--- src/crt_test_pattern_pixel_generator_core_defines.svh ---
// Assertion macros for the CRT test pattern pixel generator.
// Needs clk_i and rst_ni in the scope where a macro is used.
`ifndef CRT_TEST_PATTERN_PIXEL_GENERATOR_CORE_DEFINES_SVH
`define CRT_TEST_PATTERN_PIXEL_GENERATOR_CORE_DEFINES_SVH

// same-cycle implication
`define CRTPG_ASSERT(label, pre, post, msg) \
  label: assert property (@(posedge clk_i) disable iff (!rst_ni) (pre) |-> (post)) \
    else $error(msg);

// next-cycle implication
`define CRTPG_ASSERT_NEXT(label, pre, post, msg) \
  label: assert property (@(posedge clk_i) disable iff (!rst_ni) (pre) |=> (post)) \
    else $error(msg);

`endif

--- src/crtpg_pkg.sv ---
// Package of the CRT test pattern pixel generator: widths, codes, tables,
// pipeline payload types and the divider step. No dependencies.
package crtpg_pkg;

  localparam int unsigned LINE_W     = 10;
  localparam int unsigned X_W        = 11;
  localparam int unsigned INT_W      = 2;
  localparam int unsigned S_TDATA_W  = 24;
  localparam int unsigned M_TDATA_W  = 8;
  localparam int unsigned CFG_IDX_W  = 3;
  localparam int unsigned CFG_DATA_W = 11;
  localparam int unsigned CELL_W     = 6;

  typedef enum logic [CFG_IDX_W-1:0] {
    REG_PATTERN   = 3'd0,
    REG_PIC_W     = 3'd1,
    REG_PIC_H     = 3'd2,
    REG_ACT_START = 3'd3,
    REG_SIG_W     = 3'd4,
    REG_CELL_W    = 3'd5,
    REG_CELL_H    = 3'd6,
    REG_REFRESH   = 3'd7
  } cfg_reg_e;

  typedef enum logic [2:0] {
    PAT_DARK    = 3'd0,
    PAT_BARS    = 3'd1,
    PAT_FOCUS   = 3'd2,
    PAT_FULL    = 3'd3,
    PAT_SQUARES = 3'd4,
    PAT_CODE    = 3'd5
  } pattern_e;

  typedef enum logic [INT_W-1:0] {
    LVL_OFF    = 2'd0,
    LVL_DIM    = 2'd1,
    LVL_NORMAL = 2'd2,
    LVL_BOLD   = 2'd3
  } level_e;

  localparam logic [2:0]  RST_PATTERN   = PAT_DARK;
  localparam logic [10:0] RST_PIC_W     = 11'd1188;
  localparam logic [9:0]  RST_PIC_H     = 10'd416;
  localparam logic [9:0]  RST_ACT_START = 10'd20;
  localparam logic [10:0] RST_SIG_W     = 11'd1500;
  localparam logic [5:0]  RST_CELL_W    = 6'd9;
  localparam logic [5:0]  RST_CELL_H    = 6'd16;

  localparam int unsigned CELL_W_MIN    = 8;
  localparam int unsigned CELL_H_MIN    = 11;
  localparam int unsigned GRID_ROWS     = 26;
  localparam int unsigned GRID_MARK_ROW = 12;
  localparam int unsigned GLYPH_W       = 7;
  localparam int unsigned GLYPH_H       = 10;
  localparam int unsigned SQUARE_HALF   = 40;
  localparam int unsigned CROSS_ARM     = 12;
  localparam int unsigned FILL_W_60     = 225;
  localparam int unsigned FILL_W_78     = 226;
  localparam int unsigned FILL_H_60     = 170;
  localparam int unsigned FILL_H_78     = 157;
  localparam int unsigned BOX_SCALE     = 100;
  localparam int unsigned CODE_GROUP_PX  = 100;
  localparam int unsigned CODE_COLUMN_PX = 20;
  localparam int unsigned CODE_STRIDE_W = 3;

  // floor(v/100) = (v*1311) >> 17 for v < 2048; floor(v/20) = (v*205) >> 12 for v < 100
  localparam int unsigned RECIP_100    = 1311;
  localparam int unsigned RECIP_100_SH = 17;
  localparam int unsigned RECIP_20     = 205;
  localparam int unsigned RECIP_20_SH  = 12;
  localparam int unsigned GRP_W        = 5;
  localparam int unsigned OFF_W        = 7;
  localparam int unsigned COLN_W       = 3;
  localparam int unsigned R20_W        = 5;

  localparam logic [GLYPH_W-1:0] GLYPH_ROWS [GLYPH_H] = '{
    7'b1000001, 7'b1000001, 7'b1000001, 7'b1000001, 7'b1111111,
    7'b1000001, 7'b1000001, 7'b1000001, 7'b1000001, 7'b1000001
  };

  // quotient by compare and subtract against den << k, two steps per stage
  localparam int unsigned DIV_Q_W  = 10;
  localparam int unsigned DIV_R_W  = 18;
  localparam int unsigned DIV_D_W  = 8;
  localparam int unsigned NUM_DIV  = 5;
  localparam int unsigned DIV_X    = 0;
  localparam int unsigned DIV_Y    = 1;
  localparam int unsigned DIV_COLS = 2;
  localparam int unsigned DIV_BW   = 3;
  localparam int unsigned DIV_BH   = 4;

  localparam int unsigned COORD_W = 13;
  typedef logic signed [COORD_W-1:0] coord_t;

  typedef struct packed {
    logic [DIV_R_W-1:0] rem;
    logic [DIV_Q_W-1:0] quo;
  } div_t;

  typedef struct packed {
    logic [LINE_W-1:0] line;
    logic [X_W-1:0]    x;
    logic [LINE_W-1:0] y;
    logic              rows;
    logic              act;
    logic [GRP_W-1:0]  g;
    logic [OFF_W-1:0]  off;
    logic [COLN_W-1:0] n;
    logic [R20_W-1:0]  r20;
    logic              every_g;
    logic              g_ok;
  } item_t;

  typedef struct packed {
    logic             act;
    logic [INT_W-1:0] bars;
    logic [INT_W-1:0] focus;
    logic [INT_W-1:0] squares;
    logic [INT_W-1:0] code;
  } levels_t;

  function automatic div_t div_step(div_t a, logic [DIV_D_W-1:0] den, logic [3:0] idx);
    logic [DIV_R_W-1:0] sub;
    div_t r;
    r   = a;
    sub = DIV_R_W'(den) << idx;
    if (a.rem >= sub) begin
      r.rem      = a.rem - sub;
      r.quo[idx] = 1'b1;
    end
    return r;
  endfunction

  function automatic logic on_outline(coord_t x, coord_t y, coord_t x0, coord_t y0,
                                      coord_t x1, coord_t y1);
    logic h_edge, v_edge;
    h_edge = (y == y0 || y == y1) && x >= x0 && x <= x1;
    v_edge = (x == x0 || x == x1) && y >= y0 && y <= y1;
    return h_edge || v_edge;
  endfunction

endpackage

--- src/crt_test_pattern_pixel_generator_core.sv ---
// Words accepted on s_axis pass every stage register in order, one pixel per
// cycle while m_axis is ready; the depth comes from the 10-bit quotient
// dividers (cell index, column count, box size) at two steps per stage.
// Stages stall one by one, so bubbles close up behind a held output word.
// Reset (rst_ni low, asynchronous): pipeline empty, registers to defaults.
`include "crt_test_pattern_pixel_generator_core_defines.svh"

module crt_test_pattern_pixel_generator_core
  import crtpg_pkg::*;
(
  input  logic                  clk_i,
  input  logic                  rst_ni,
  input  logic                  s_axis_tvalid,
  output logic                  s_axis_tready,
  input  logic [S_TDATA_W-1:0]  s_axis_tdata,   // [9:0] pixel_line, [20:10] pixel_x
  output logic                  m_axis_tvalid,
  input  logic                  m_axis_tready,
  output logic [M_TDATA_W-1:0]  m_axis_tdata,   // [1:0] intensity
  input  logic                  cfg_valid_i,
  output logic                  cfg_ready_o,
  input  logic [CFG_IDX_W-1:0]  cfg_index_i,
  input  logic [CFG_DATA_W-1:0] cfg_data_i
);

  logic [2:0]  pattern_q;
  logic [10:0] pic_w_q;
  logic [9:0]  pic_h_q;
  logic [9:0]  act_start_q;
  logic [10:0] sig_w_q;
  logic [5:0]  cell_w_q;
  logic [5:0]  cell_h_q;
  logic        refresh_q;

  assign cfg_ready_o = 1'b1;

  always_ff @(posedge clk_i or negedge rst_ni) begin
    if (!rst_ni) begin
      pattern_q   <= RST_PATTERN;
      pic_w_q     <= RST_PIC_W;
      pic_h_q     <= RST_PIC_H;
      act_start_q <= RST_ACT_START;
      sig_w_q     <= RST_SIG_W;
      cell_w_q    <= RST_CELL_W;
      cell_h_q    <= RST_CELL_H;
      refresh_q   <= 1'b0;
    end else if (cfg_valid_i) begin
      unique case (cfg_index_i)
        REG_PATTERN:   pattern_q   <= cfg_data_i[2:0];
        REG_PIC_W:     pic_w_q     <= cfg_data_i[10:0];
        REG_PIC_H:     pic_h_q     <= cfg_data_i[9:0];
        REG_ACT_START: act_start_q <= cfg_data_i[9:0];
        REG_SIG_W:     sig_w_q     <= cfg_data_i[10:0];
        REG_CELL_W:    cell_w_q    <= cfg_data_i[5:0];
        REG_CELL_H:    cell_h_q    <= cfg_data_i[5:0];
        REG_REFRESH:   refresh_q   <= cfg_data_i[0];
        default:       pattern_q   <= pattern_q;
      endcase
    end
  end

  // static values from the registers
  logic [CELL_W-1:0]  cw_eff, ch_eff;
  logic [DIV_D_W-1:0] den [NUM_DIV];
  logic [DIV_R_W-1:0] bw_num, bh_num;
  logic [10:0]        bar_e1, bar_e2, bar_e3;
  logic [27:0]        grp_prod;
  logic [GRP_W-1:0]   groups;
  coord_t             cx, cy, pw_m1, ph_m1;

  always_comb begin
    cw_eff = (cell_w_q < CELL_W'(CELL_W_MIN)) ? CELL_W'(CELL_W_MIN) : cell_w_q;
    ch_eff = (cell_h_q < CELL_W'(CELL_H_MIN)) ? CELL_W'(CELL_H_MIN) : cell_h_q;
    den[DIV_X]    = DIV_D_W'(cw_eff);
    den[DIV_Y]    = DIV_D_W'(ch_eff);
    den[DIV_COLS] = DIV_D_W'(cw_eff);
    den[DIV_BW]   = refresh_q ? DIV_D_W'(FILL_W_78) : DIV_D_W'(FILL_W_60);
    den[DIV_BH]   = refresh_q ? DIV_D_W'(FILL_H_78) : DIV_D_W'(FILL_H_60);
    bw_num = DIV_R_W'(pic_w_q) * DIV_R_W'(BOX_SCALE) + DIV_R_W'(den[DIV_BW] >> 1);
    bh_num = DIV_R_W'(pic_h_q) * DIV_R_W'(BOX_SCALE) + DIV_R_W'(den[DIV_BH] >> 1);
    bar_e1 = 11'(pic_h_q >> 2);
    bar_e2 = bar_e1 + 11'(pic_h_q >> 2) + ((pic_h_q[1:0] >= 2'd3) ? 11'd1 : 11'd0);
    bar_e3 = bar_e2 + 11'(pic_h_q >> 2) + ((pic_h_q[1:0] >= 2'd2) ? 11'd1 : 11'd0);
    grp_prod = 28'(sig_w_q) * 28'(RECIP_100);
    groups   = grp_prod[RECIP_100_SH +: GRP_W];
    cx    = coord_t'({2'b00, pic_w_q} >> 1);
    cy    = coord_t'({3'b000, pic_h_q} >> 1);
    pw_m1 = coord_t'({2'b00, pic_w_q}) - coord_t'(1);
    ph_m1 = coord_t'({3'b000, pic_h_q}) - coord_t'(1);
  end

  // stage handshake: a stage loads when empty or when the next one moves
  logic [8:1] v_q;
  logic [8:1] en;

  always_comb begin
    en[8] = !v_q[8] || m_axis_tready;
    for (int k = 7; k >= 1; k--) begin
      en[k] = !v_q[k] || en[k+1];
    end
  end

  assign s_axis_tready = en[1];

  always_ff @(posedge clk_i or negedge rst_ni) begin
    if (!rst_ni) begin
      v_q <= '0;
    end else begin
      if (en[1]) v_q[1] <= s_axis_tvalid;
      for (int k = 2; k <= 8; k++) begin
        if (en[k]) v_q[k] <= v_q[k-1];
      end
    end
  end

  item_t              item_d [1:6];
  item_t              item_q [1:6];
  div_t               div_d  [1:6][NUM_DIV];
  div_t               div_q  [1:6][NUM_DIV];
  logic [LINE_W-1:0]  in_line;
  logic [X_W-1:0]     in_x;
  logic [21:0]        gx_prod;
  logic [14:0]        n_prod;

  assign in_line = s_axis_tdata[LINE_W-1:0];
  assign in_x    = s_axis_tdata[LINE_W +: X_W];

  always_comb begin
    item_d[1]      = '0;
    item_d[1].line = in_line;
    item_d[1].x    = in_x;
    item_d[1].y    = in_line - act_start_q;
    item_d[1].rows = in_line >= act_start_q &&
                     {1'b0, in_line} < ({1'b0, act_start_q} + {1'b0, pic_h_q});
    item_d[1].act  = item_d[1].rows && in_x < pic_w_q;

    // group index by reciprocal
    item_d[2]   = item_q[1];
    gx_prod     = 22'(item_q[1].x) * 22'(RECIP_100);
    item_d[2].g = gx_prod[RECIP_100_SH +: GRP_W];

    item_d[3]         = item_q[2];
    item_d[3].off     = OFF_W'(item_q[2].x - 11'(item_q[2].g) * 11'(CODE_GROUP_PX));
    item_d[3].every_g = (11'(item_q[2].g) * 11'(CODE_GROUP_PX)) >= pic_w_q;
    item_d[3].g_ok    = item_q[2].g < groups;

    item_d[4]   = item_q[3];
    n_prod      = 15'(item_q[3].off) * 15'(RECIP_20);
    item_d[4].n = n_prod[RECIP_20_SH +: COLN_W];

    item_d[5]     = item_q[4];
    item_d[5].r20 = R20_W'(item_q[4].off - OFF_W'(item_q[4].n) * OFF_W'(CODE_COLUMN_PX));

    item_d[6] = item_q[5];
  end

  always_comb begin
    for (int j = 0; j < NUM_DIV; j++) begin
      div_d[1][j].quo = '0;
    end
    div_d[1][DIV_X].rem    = DIV_R_W'(in_x);
    div_d[1][DIV_Y].rem    = DIV_R_W'(item_d[1].y);
    div_d[1][DIV_COLS].rem = DIV_R_W'(pic_w_q);
    div_d[1][DIV_BW].rem   = bw_num;
    div_d[1][DIV_BH].rem   = bh_num;
    for (int s = 2; s <= 6; s++) begin
      for (int j = 0; j < NUM_DIV; j++) begin
        div_d[s][j] = div_step(div_step(div_q[s-1][j], den[j], 4'(13 - 2 * s)),
                               den[j], 4'(12 - 2 * s));
      end
    end
  end

  always_ff @(posedge clk_i) begin
    for (int k = 1; k <= 6; k++) begin
      if (en[k]) begin
        item_q[k] <= item_d[k];
        div_q[k]  <= div_d[k];
      end
    end
  end

  // stage 7: per-pattern levels
  levels_t lv_d, lv_q;

  always_comb begin
    item_t               it;
    logic [7:0]          col, row, cols, mark_col;
    logic [CELL_W-1:0]   gx, gy;
    logic                f_in, glyph_on;
    logic [3:0]          gy_idx;
    logic [2:0]          gx_bit;
    coord_t              xs, ys, hbw, hbh;
    logic                cross_hit, sq80, box, border;
    logic                every;
    logic [3:0]          ca, cb, cc, cd, k;

    it = item_q[6];

    lv_d     = '0;
    lv_d.act = it.act;

    if ({1'b0, it.y} < bar_e1)      lv_d.bars = LVL_OFF;
    else if ({1'b0, it.y} < bar_e2) lv_d.bars = LVL_DIM;
    else if ({1'b0, it.y} < bar_e3) lv_d.bars = LVL_NORMAL;
    else                            lv_d.bars = LVL_BOLD;

    col  = div_q[6][DIV_X].quo[7:0];
    gx   = div_q[6][DIV_X].rem[CELL_W-1:0];
    row  = div_q[6][DIV_Y].quo[7:0];
    gy   = div_q[6][DIV_Y].rem[CELL_W-1:0];
    cols = div_q[6][DIV_COLS].quo[7:0];
    mark_col = (cols - 8'd1) >> 1;
    f_in = col < cols && row < 8'(GRID_ROWS) &&
           gx >= CELL_W'(1) && gx <= CELL_W'(GLYPH_W) &&
           gy >= CELL_W'(1) && gy <= CELL_W'(GLYPH_H);
    gy_idx   = f_in ? 4'(gy - CELL_W'(1)) : 4'd0;
    gx_bit   = f_in ? 3'(CELL_W'(GLYPH_W) - gx) : 3'd0;
    glyph_on = f_in && GLYPH_ROWS[gy_idx][gx_bit];
    if (!glyph_on)                                          lv_d.focus = LVL_OFF;
    else if (col == mark_col && row == 8'(GRID_MARK_ROW)) lv_d.focus = LVL_BOLD;
    else                                                    lv_d.focus = LVL_NORMAL;

    xs  = coord_t'({2'b00, it.x});
    ys  = coord_t'({3'b000, it.y});
    hbw = coord_t'(div_q[6][DIV_BW].quo >> 1);
    hbh = coord_t'(div_q[6][DIV_BH].quo >> 1);
    cross_hit = (ys >= cy - coord_t'(1) && ys <= cy + coord_t'(1) &&
                 xs >= cx - coord_t'(CROSS_ARM) && xs <= cx + coord_t'(CROSS_ARM)) ||
                (xs >= cx - coord_t'(1) && xs <= cx + coord_t'(1) &&
                 ys >= cy - coord_t'(CROSS_ARM) && ys <= cy + coord_t'(CROSS_ARM));
    sq80 = on_outline(xs, ys, cx - coord_t'(SQUARE_HALF), cy - coord_t'(SQUARE_HALF),
                      cx + coord_t'(SQUARE_HALF) - coord_t'(1),
                      cy + coord_t'(SQUARE_HALF) - coord_t'(1));
    box  = on_outline(xs, ys, cx - hbw, cy - hbh,
                      cx + hbw - coord_t'(1), cy + hbh - coord_t'(1));
    border = xs == coord_t'(0) || ys == coord_t'(0) || xs == pw_m1 || ys == ph_m1;
    if (cross_hit)   lv_d.squares = LVL_BOLD;
    else if (sq80)   lv_d.squares = LVL_NORMAL;
    else if (box)    lv_d.squares = LVL_BOLD;
    else if (border) lv_d.squares = LVL_BOLD;
    else             lv_d.squares = LVL_OFF;

    ca = it.line[3:0];
    cb = it.line[7:4];
    cc = {2'b00, it.line[9:8]};
    cd = it.g[3:0];
    case (it.n)
      3'd0:    k = ca;
      3'd1:    k = cb;
      3'd2:    k = cc;
      3'd3:    k = cd;
      default: k = ca ^ cb ^ cc ^ cd;
    endcase
    every = !it.rows || it.every_g;
    if (!it.g_ok)
      lv_d.code = LVL_OFF;
    else if (!every && it.line[CODE_STRIDE_W-1:0] != it.g[CODE_STRIDE_W-1:0])
      lv_d.code = LVL_OFF;
    else if (it.r20 == {1'b0, k})
      lv_d.code = LVL_BOLD;
    else
      lv_d.code = LVL_OFF;
  end

  // stage 8: pattern select into the output register
  logic [INT_W-1:0] level_d, level_q;

  always_comb begin
    level_d = LVL_OFF;
    if (pattern_q == PAT_CODE) begin
      level_d = lv_q.code;
    end else if (lv_q.act) begin
      case (pattern_q)
        PAT_BARS:    level_d = lv_q.bars;
        PAT_FOCUS:   level_d = lv_q.focus;
        PAT_FULL:    level_d = LVL_BOLD;
        PAT_SQUARES: level_d = lv_q.squares;
        default:     level_d = LVL_OFF;
      endcase
    end
  end

  always_ff @(posedge clk_i) begin
    if (en[7]) lv_q <= lv_d;
    if (en[8]) level_q <= level_d;
  end

  assign m_axis_tvalid = v_q[8];
  assign m_axis_tdata  = {(M_TDATA_W - INT_W)'(0), level_q};

  `CRTPG_ASSERT_NEXT(a_accept_loads, s_axis_tvalid && s_axis_tready, v_q[1], "accepted word missing in stage 1")
  `CRTPG_ASSERT_NEXT(a_stall_keeps, v_q[8] && !m_axis_tready && v_q[7], v_q[7] && v_q[8], "word lost under output stall")
  `CRTPG_ASSERT_NEXT(a_stage7_moves, v_q[7] && en[7] && !(v_q[6] && en[6]), !v_q[7] && v_q[8], "word from stage 7 not in output register")

endmodule

--- config.mk ---
export PLATFORM = sky130hd
export DESIGN_NAME = crt_test_pattern_pixel_generator_core
export DESIGN_NICKNAME = d
export VERILOG_FILES = /design/src/crtpg_pkg.sv /design/src/crt_test_pattern_pixel_generator_core.sv
export VERILOG_INCLUDE_DIRS = /design/src /design/src/src
export SDC_FILE = /design/constraint.sdc
export NUM_CORES = 2
export LEC_CHECK = 0
export BUFFER_PORTS_ARGS = -buffer_cell sky130_fd_sc_hd__buf_2
export CAP_MARGIN = 10
export CORE_MARGIN = 8
export CORE_UTILIZATION = 39
export DETAILED_ROUTE_END_ITERATION = 8
export GPL_TIMING_DRIVEN = 0
export PLACE_DENSITY = 0.52
export SLEW_MARGIN = 20
export SYNTH_ARGS = -nofsm -noshare
export SYNTH_HDL_FRONTEND = slang
export SYNTH_SLANG_ARGS = --single-unit
--- constraint.sdc ---
create_clock -name clk_i -period 12.6 [get_ports clk_i]
set_input_delay 1.89 -clock clk_i [delete_from_list [all_inputs] [get_ports clk_i]]
set_output_delay 1.89 -clock clk_i [all_outputs]
set_load 0.02 [all_outputs]
Word-level counts from Yosys, hierarchy flattened
Memory sizes are Yosys's and may differ from the RTL's.
Cells that the tools add are included.
- bits in registers: 77
- memory bits (writable): 1170
- bits in read-only memories: 112
- output and inout bits: 11
- logic and storage cells: 437
- memories: 3
- $add $sub $neg: 85
- multiply operators: 7
- order comparisons: 86
- equality and inequality tests: 29
- mux-type cells: 130
- bitwise operators: 5
- reduce and logical (&&, ||, !) cells: 68
- memory list (name ; depth ; bits a word ; rd ports ; clocked after Yosys merged registers in ; wr ports ; RTL line ; source):
    div_q ; 6 ; 140 ; 6 ; 0 ; 6 ; crt_test_pattern_pixel_generator_core.sv:118 ; div_t div_q [1:6][NUM_DIV];
    item_q ; 6 ; 55 ; 6 ; 0 ; 6 ; crt_test_pattern_pixel_generator_core.sv:116 ; item_t item_q [1:6];
    (no name shown) ; 16 ; 7 ; 1 ; 0 ; 0 ; crt_test_pattern_pixel_generator_core.sv:218 ; glyph_on = f_in && GLYPH_ROWS[gy_idx][gx_bit];
- operators by type and width (kind ; number):
    2-to-1 mux 18 bit ; 45
    2-to-1 mux 19 bit ; 5
    greater-or-equal comparator 18 x 10 -> 1 bit ; 5
    greater-or-equal comparator 18 x 11 -> 1 bit ; 5
    greater-or-equal comparator 18 x 12 -> 1 bit ; 5
    greater-or-equal comparator 18 x 13 -> 1 bit ; 5
    greater-or-equal comparator 18 x 14 -> 1 bit ; 5
    greater-or-equal comparator 18 x 15 -> 1 bit ; 5
    greater-or-equal comparator 18 x 8 -> 1 bit ; 5
    greater-or-equal comparator 18 x 9 -> 1 bit ; 5
    subtractor 18 x 10 -> 18 bit ; 5
    subtractor 18 x 11 -> 18 bit ; 5
    subtractor 18 x 12 -> 18 bit ; 5
    subtractor 18 x 13 -> 18 bit ; 5
    subtractor 18 x 14 -> 18 bit ; 5
    subtractor 18 x 15 -> 18 bit ; 5
    subtractor 18 x 8 -> 18 bit ; 5
    subtractor 18 x 9 -> 18 bit ; 5
    2-to-1 mux 1 bit ; 65
    greater-or-equal comparator 18 x 6 -> 1 bit ; 3
    greater-or-equal comparator 18 x 7 -> 1 bit ; 3
    subtractor 18 x 6 -> 18 bit ; 3
    subtractor 18 x 7 -> 18 bit ; 3
    greater-or-equal comparator 12 x 11 -> 1 bit ; 4
    other kinds (92) ; 199

Longest topological paths before layout
An unclocked memory read counts as a cell.
- word-level depth: 15
- mapped depth: 26
- depth with buffers taken out: 24

Worst setup path after synthesis
OpenSTA, ideal clock, no wires.
- path type: input port to output port
- start: input m_axis_tready
- end: output s_axis_tready
- arrival time: 11.025 ns
- data required time: 10.710 ns
- path slack: -0.315 ns
- stages: 6
- path buffers: 0
- path through: nor2b_1 nand3_1 nor2_1 nand3_1 inv_1 nand3_1
- cells in the longest elaborated chain, start to end: 8
- RTL lines (item ; RTL line ; source):
    start: declaration ; crt_test_pattern_pixel_generator_core.sv:17 ; input logic m_axis_tready,
    logical OR 1 bit ; crt_test_pattern_pixel_generator_core.sv:96 ; en[8] = !v_q[8] || m_axis_tready;
    logical OR 1 bit (2 in a row) ; crt_test_pattern_pixel_generator_core.sv:98 ; en[k] = !v_q[k] || en[k+1];
    net en, one bit ; crt_test_pattern_pixel_generator_core.sv:93 ; logic [8:1] en;
    logical OR 1 bit (3 in a row) ; crt_test_pattern_pixel_generator_core.sv:98 ;
    net en, one bit ; crt_test_pattern_pixel_generator_core.sv:93 ;
    logical OR 1 bit (2 in a row) ; crt_test_pattern_pixel_generator_core.sv:98 ;
    end: declaration ; crt_test_pattern_pixel_generator_core.sv:14 ; output logic s_axis_tready,
The timed path passes the listed nets, and every way through them passes these cells.

Worst setup path after layout
Same ends and word-level chain as after synthesis.

==> run_summary.xml <==
<?xml version="1.0" encoding="UTF-8"?>
<metrics>
  <group name="outcome">
    <metric name="outcome" unit="">finished clean</metric>
  </group>
  <group name="route">
    <metric name="route.antenna.remaining_nets" unit="">0</metric>
    <metric name="vias" unit="">44550</metric>
    <metric name="wl_per_cell" unit="um">18.70</metric>
    <metric name="drt_iter0_drc" unit="">2324</metric>
    <metric name="drt_drc_violations_left" unit="">0</metric>
    <metric name="postRouteWirelength" unit="um">158100</metric>
    <metric name="detail_route.first_pass.iterations" unit="">5</metric>
    <metric name="avgViaCountPerCell" unit="">5.269</metric>
  </group>
  <group name="layout">
    <metric name="register_area" unit="um2">23870</metric>
    <metric name="area.growth.synth_to_final" unit="%">10.86</metric>
    <metric name="multi_input_area" unit="um2">36450</metric>
    <metric name="layout.cells.most_common_list" unit="">ha_1, edfxtp_1, inv_1</metric>
    <metric name="filler_cell_count" unit="">15420</metric>
    <metric name="most_common_cell_after_layout_fill_and_taps_aside" unit="">ha_1</metric>
    <metric name="num-nets-final" unit="">7255</metric>
    <metric name="layout-drive-gt1-share" unit="%">6.803</metric>
  </group>
  <group name="setup_path">
    <metric name="cp.required" unit="ns">10.71</metric>
    <metric name="worstPathArrival" unit="ns">5.52</metric>
    <metric name="cp-start-kind" unit="">primary input</metric>
    <metric name="timing.critical_path.fanout_max" unit="">37</metric>
    <metric name="critical_path.endpoint_type" unit="">output port</metric>
    <metric name="path_class" unit="">in -&gt; out</metric>
  </group>
  <group name="synthesis">
    <metric name="postSynthCellCount" unit="">6039</metric>
    <metric name="netlist_area" unit="um2">62850</metric>
    <metric name="postSynthRegisterBits" unit="">805</metric>
    <metric name="synthesis.yosys.warnings" unit="">0</metric>
    <metric name="post_synth_edffs" unit="">739</metric>
    <metric name="postSynth.asyncResetShare" unit="%">8.199</metric>
    <metric name="synthesis.area_per_instance" unit="um2">10.41</metric>
    <metric name="ys_types" unit="">105</metric>
    <metric name="main_flop_type_after_synthesis" unit="">edfxtp_1</metric>
    <metric name="seq_area_frac_synth" unit="%">37.97</metric>
  </group>
  <group name="clock_network">
    <metric name="path_clk_slew" unit="ns">0.06</metric>
    <metric name="tritoncts" unit="">yes</metric>
    <metric name="cts_made_buffers" unit="">95</metric>
    <metric name="cts_resized" unit="">0</metric>
    <metric name="worst_case_clock_buffer_depth" unit="">3</metric>
    <metric name="clkLatencyLatePin" unit="ns">0.69</metric>
    <metric name="tritoncts_num_sinks" unit="">805</metric>
    <metric name="cts_root_buffer" unit="">clkbuf_16</metric>
    <metric name="post-cts-setup-buffer-count" unit="">0</metric>
    <metric name="holdBufCountCts" unit="">0</metric>
    <metric name="cts.htree.levels" unit="">3</metric>
  </group>
  <group name="pwr">
    <metric name="finalPower" unit="mW">21.64</metric>
    <metric name="p_leak" unit="nW">29.40</metric>
    <metric name="powerDensity" unit="nW/um2">310.6</metric>
    <metric name="worst_vdd_drop" unit="uV">293.2</metric>
  </group>
  <group name="grt">
    <metric name="grtUsageTotal" unit="%">17.84</metric>
    <metric name="grt_max_degree" unit="">61</metric>
    <metric name="grt_pass1_vias" unit="">44050</metric>
    <metric name="grt_pass1_wl" unit="um">248500</metric>
    <metric name="antenna_found_initial" unit="">16</metric>
    <metric name="globalRouteOverflowTotal" unit="">0</metric>
  </group>
  <group name="sta">
    <metric name="post-route-worst-setup-slack" unit="ns">5.189</metric>
    <metric name="fin_worst_skew" unit="ns">0.03791</metric>
    <metric name="maximum_operating_frequency" unit="MHz">134.9</metric>
    <metric name="final-max-slew-violation-count" unit="">0</metric>
    <metric name="tightestPinTransition" unit="ns">1.169</metric>
    <metric name="maxSlewHeadroom" unit="%">22.03</metric>
    <metric name="final_hold_viol_count" unit="">0</metric>
    <metric name="number_of_failing_setup_endpoints_in_the_final_timing_report" unit="">0</metric>
    <metric name="min_period" unit="ns">7.411</metric>
    <metric name="setup_repair_after_global_routing_missed_its_margin" unit="">no</metric>
    <metric name="fin_hold_ws" unit="ns">0.3954</metric>
    <metric name="min_period_over_period" unit="%">58.82</metric>
  </group>
  <group name="floorplan">
    <metric name="design.portCount" unit="">54</metric>
    <metric name="floorplan.die.height" unit="um">417.5</metric>
    <metric name="start_util" unit="%">39.19</metric>
    <metric name="num_rows" unit="">147</metric>
    <metric name="die-width" unit="um">417.5</metric>
    <metric name="core_area" unit="um2">160400</metric>
    <metric name="die_area" unit="um2">174300</metric>
  </group>
  <group name="placed_design">
    <metric name="hpwl" unit="um">121400</metric>
    <metric name="port_buffers" unit="">43</metric>
    <metric name="post-place-ws" unit="ns">5.156</metric>
    <metric name="gpl.final_weighted_congestion" unit="">0.8596</metric>
  </group>
  <group name="min_path">
    <metric name="hold_path_class" unit="">reg -&gt; reg</metric>
  </group>
  <group name="job">
    <metric name="cap_violations" unit="">0</metric>
  </group>
</metrics>
where the power goes:
group	leakage [nW]	internal [mW]	total [mW]	switching (mW)
clock	1.59	1.75	2.88	1.13
sequential	8.30	4.72	5.67	0.955
combinational	19.5	5.75	13.1	7.34
total	29.4	12.2	21.6	9.43
worst max-delay path: stages:
cell	delay (ns)
buf_2	0.10
nor2b_1	0.47
nand3_4	0.47
nor2_1	0.74
nand3_4	0.54
inv_1	0.35
nand3_4	0.51
buf_2	0.38
metrics by stage:
| step | area [um2] | setup TNS (ns) | util, % | instances |
|---|---|---|---|---|
| 2_1_floorplan | 62910 | 0 | - | 6054 |
| 3_3_place_gp | 65830 | -1167.92 | 41.05 | 8257 |
| 3_5_place_dp | 66390 | 0 | 41.40 | 8275 |
| 4_1_cts | 69670 | 0 | 43.44 | 8451 |
| 5_1_grt | 69670 | 0 | 43.44 | 8452 |
| 6_report | 69680 | 0 | 43.44 | 8455 |
final timing paths:
path / startpoint / end / slack, ns / cells after the start
max: m_axis_tready / s_axis_tready / 5.19 / 8
min: item_q[0][293] / item_q[0][348] / 0.40 / 0
max in group asynchronous: rst_ni / cell_w_q[0] / 10.84 / 2
min in group asynchronous: rst_ni / pic_h_q[3] / 1.11 / 1
max reg2reg: cell_h_q[4] / div_q[0][663] / 5.28 / 23
min reg2reg: item_q[0][293] / item_q[0][348] / 0.40 / 0
layer usage:
layer	share of wire, %	wire length, um	GRT usage [%]
met5	0	0	0
met3	3.8	6081	2.220
met2	45	71740	29.28
met1	48	75580	24.64
met4	3.0	4713	5.513
state kept, by name, indices dropped and copies added, names as in the netlist:
name	flops
div_q	523
item_q	206
pic_w_q	11
sig_w_q	11
act_start_q	10
pic_h_q	10
lv_q	8
v_q	8
cell_h_q	6
cell_w_q	6
pattern_q	3
level_q	2
refresh_q	1
cells in the mapped netlist (15+ instances only):
| cell type | number | area (um2) |
|---|---|---|
| nand3b_1 | 16 | 120.1 |
| mux2_2 | 79 | 889.6 |
| nor2b_1 | 106 | 663.1 |
| clkbuf_1 | 70 | 262.8 |
| and3_1 | 45 | 281.5 |
| nand4_1 | 85 | 531.8 |
| nor3_1 | 109 | 545.5 |
| xor2_1 | 169 | 1480 |
| nand2b_1 | 79 | 494.2 |
| inv_1 | 592 | 2222 |
| a21boi_0 | 29 | 217.7 |
| ha_1 | 847 | 10600 |
| nor2_1 | 333 | 1250 |
| o31ai_1 | 37 | 277.8 |
| a211oi_1 | 39 | 292.8 |
| nand4b_1 | 25 | 219.0 |
| o21ai_0 | 290 | 1451 |
| and2_1 | 28 | 175.2 |
| nand3_1 | 116 | 580.6 |
| and4_1 | 15 | 131.4 |
| o211ai_1 | 26 | 195.2 |
| nor4_1 | 68 | 425.4 |
| a21oi_1 | 349 | 1747 |
| nor3b_1 | 21 | 157.7 |
| fa_1 | 153 | 3063 |
| or3_1 | 35 | 219.0 |
| nand2_1 | 372 | 1396 |
| a2111oi_0 | 15 | 131.4 |
| a211o_1 | 16 | 140.1 |
| edfxtp_1 | 739 | 22190 |
| or2_2 | 33 | 206.5 |
| xnor2_1 | 353 | 3092 |
| mux2i_1 | 54 | 540.5 |
| or4_1 | 37 | 277.8 |
| a31oi_1 | 50 | 312.8 |
| o21a_1 | 67 | 503.0 |
| a21o_1 | 170 | 1276 |
| dfrtp_1 | 47 | 1176 |
| o21bai_1 | 46 | 345.3 |
| dfstp_2 | 19 | 499.2 |
layout make-up:
class                      instances  share of cell area [%]
antenna                            4                 0.01437
inverter                         606                   3.283
clock inverter                    64                   1.092
multi-input combinational       4545                   52.31
timing repair buffer              61                  0.9410
sequential                       805                   34.26
tap                             2160                   3.879
clock buffer                     112                   3.608
buffer                            98                  0.6141
kinds of logic (layout without fill, tap and decap cells):
logic type,count (synthesis),in the layout,synth area share (%)
simple gates,1573,1573,13.00
compound gates,1297,1297,13.33
fa+ha+maj,1000,1000,21.73
flops,805,805,37.97
buf+inv,704,941,4.304
xor+xnor,523,523,7.310
mux,135,135,2.335
other cells,2,21,0.01195
No activity file was read; power rests on OpenSTA's default activity.
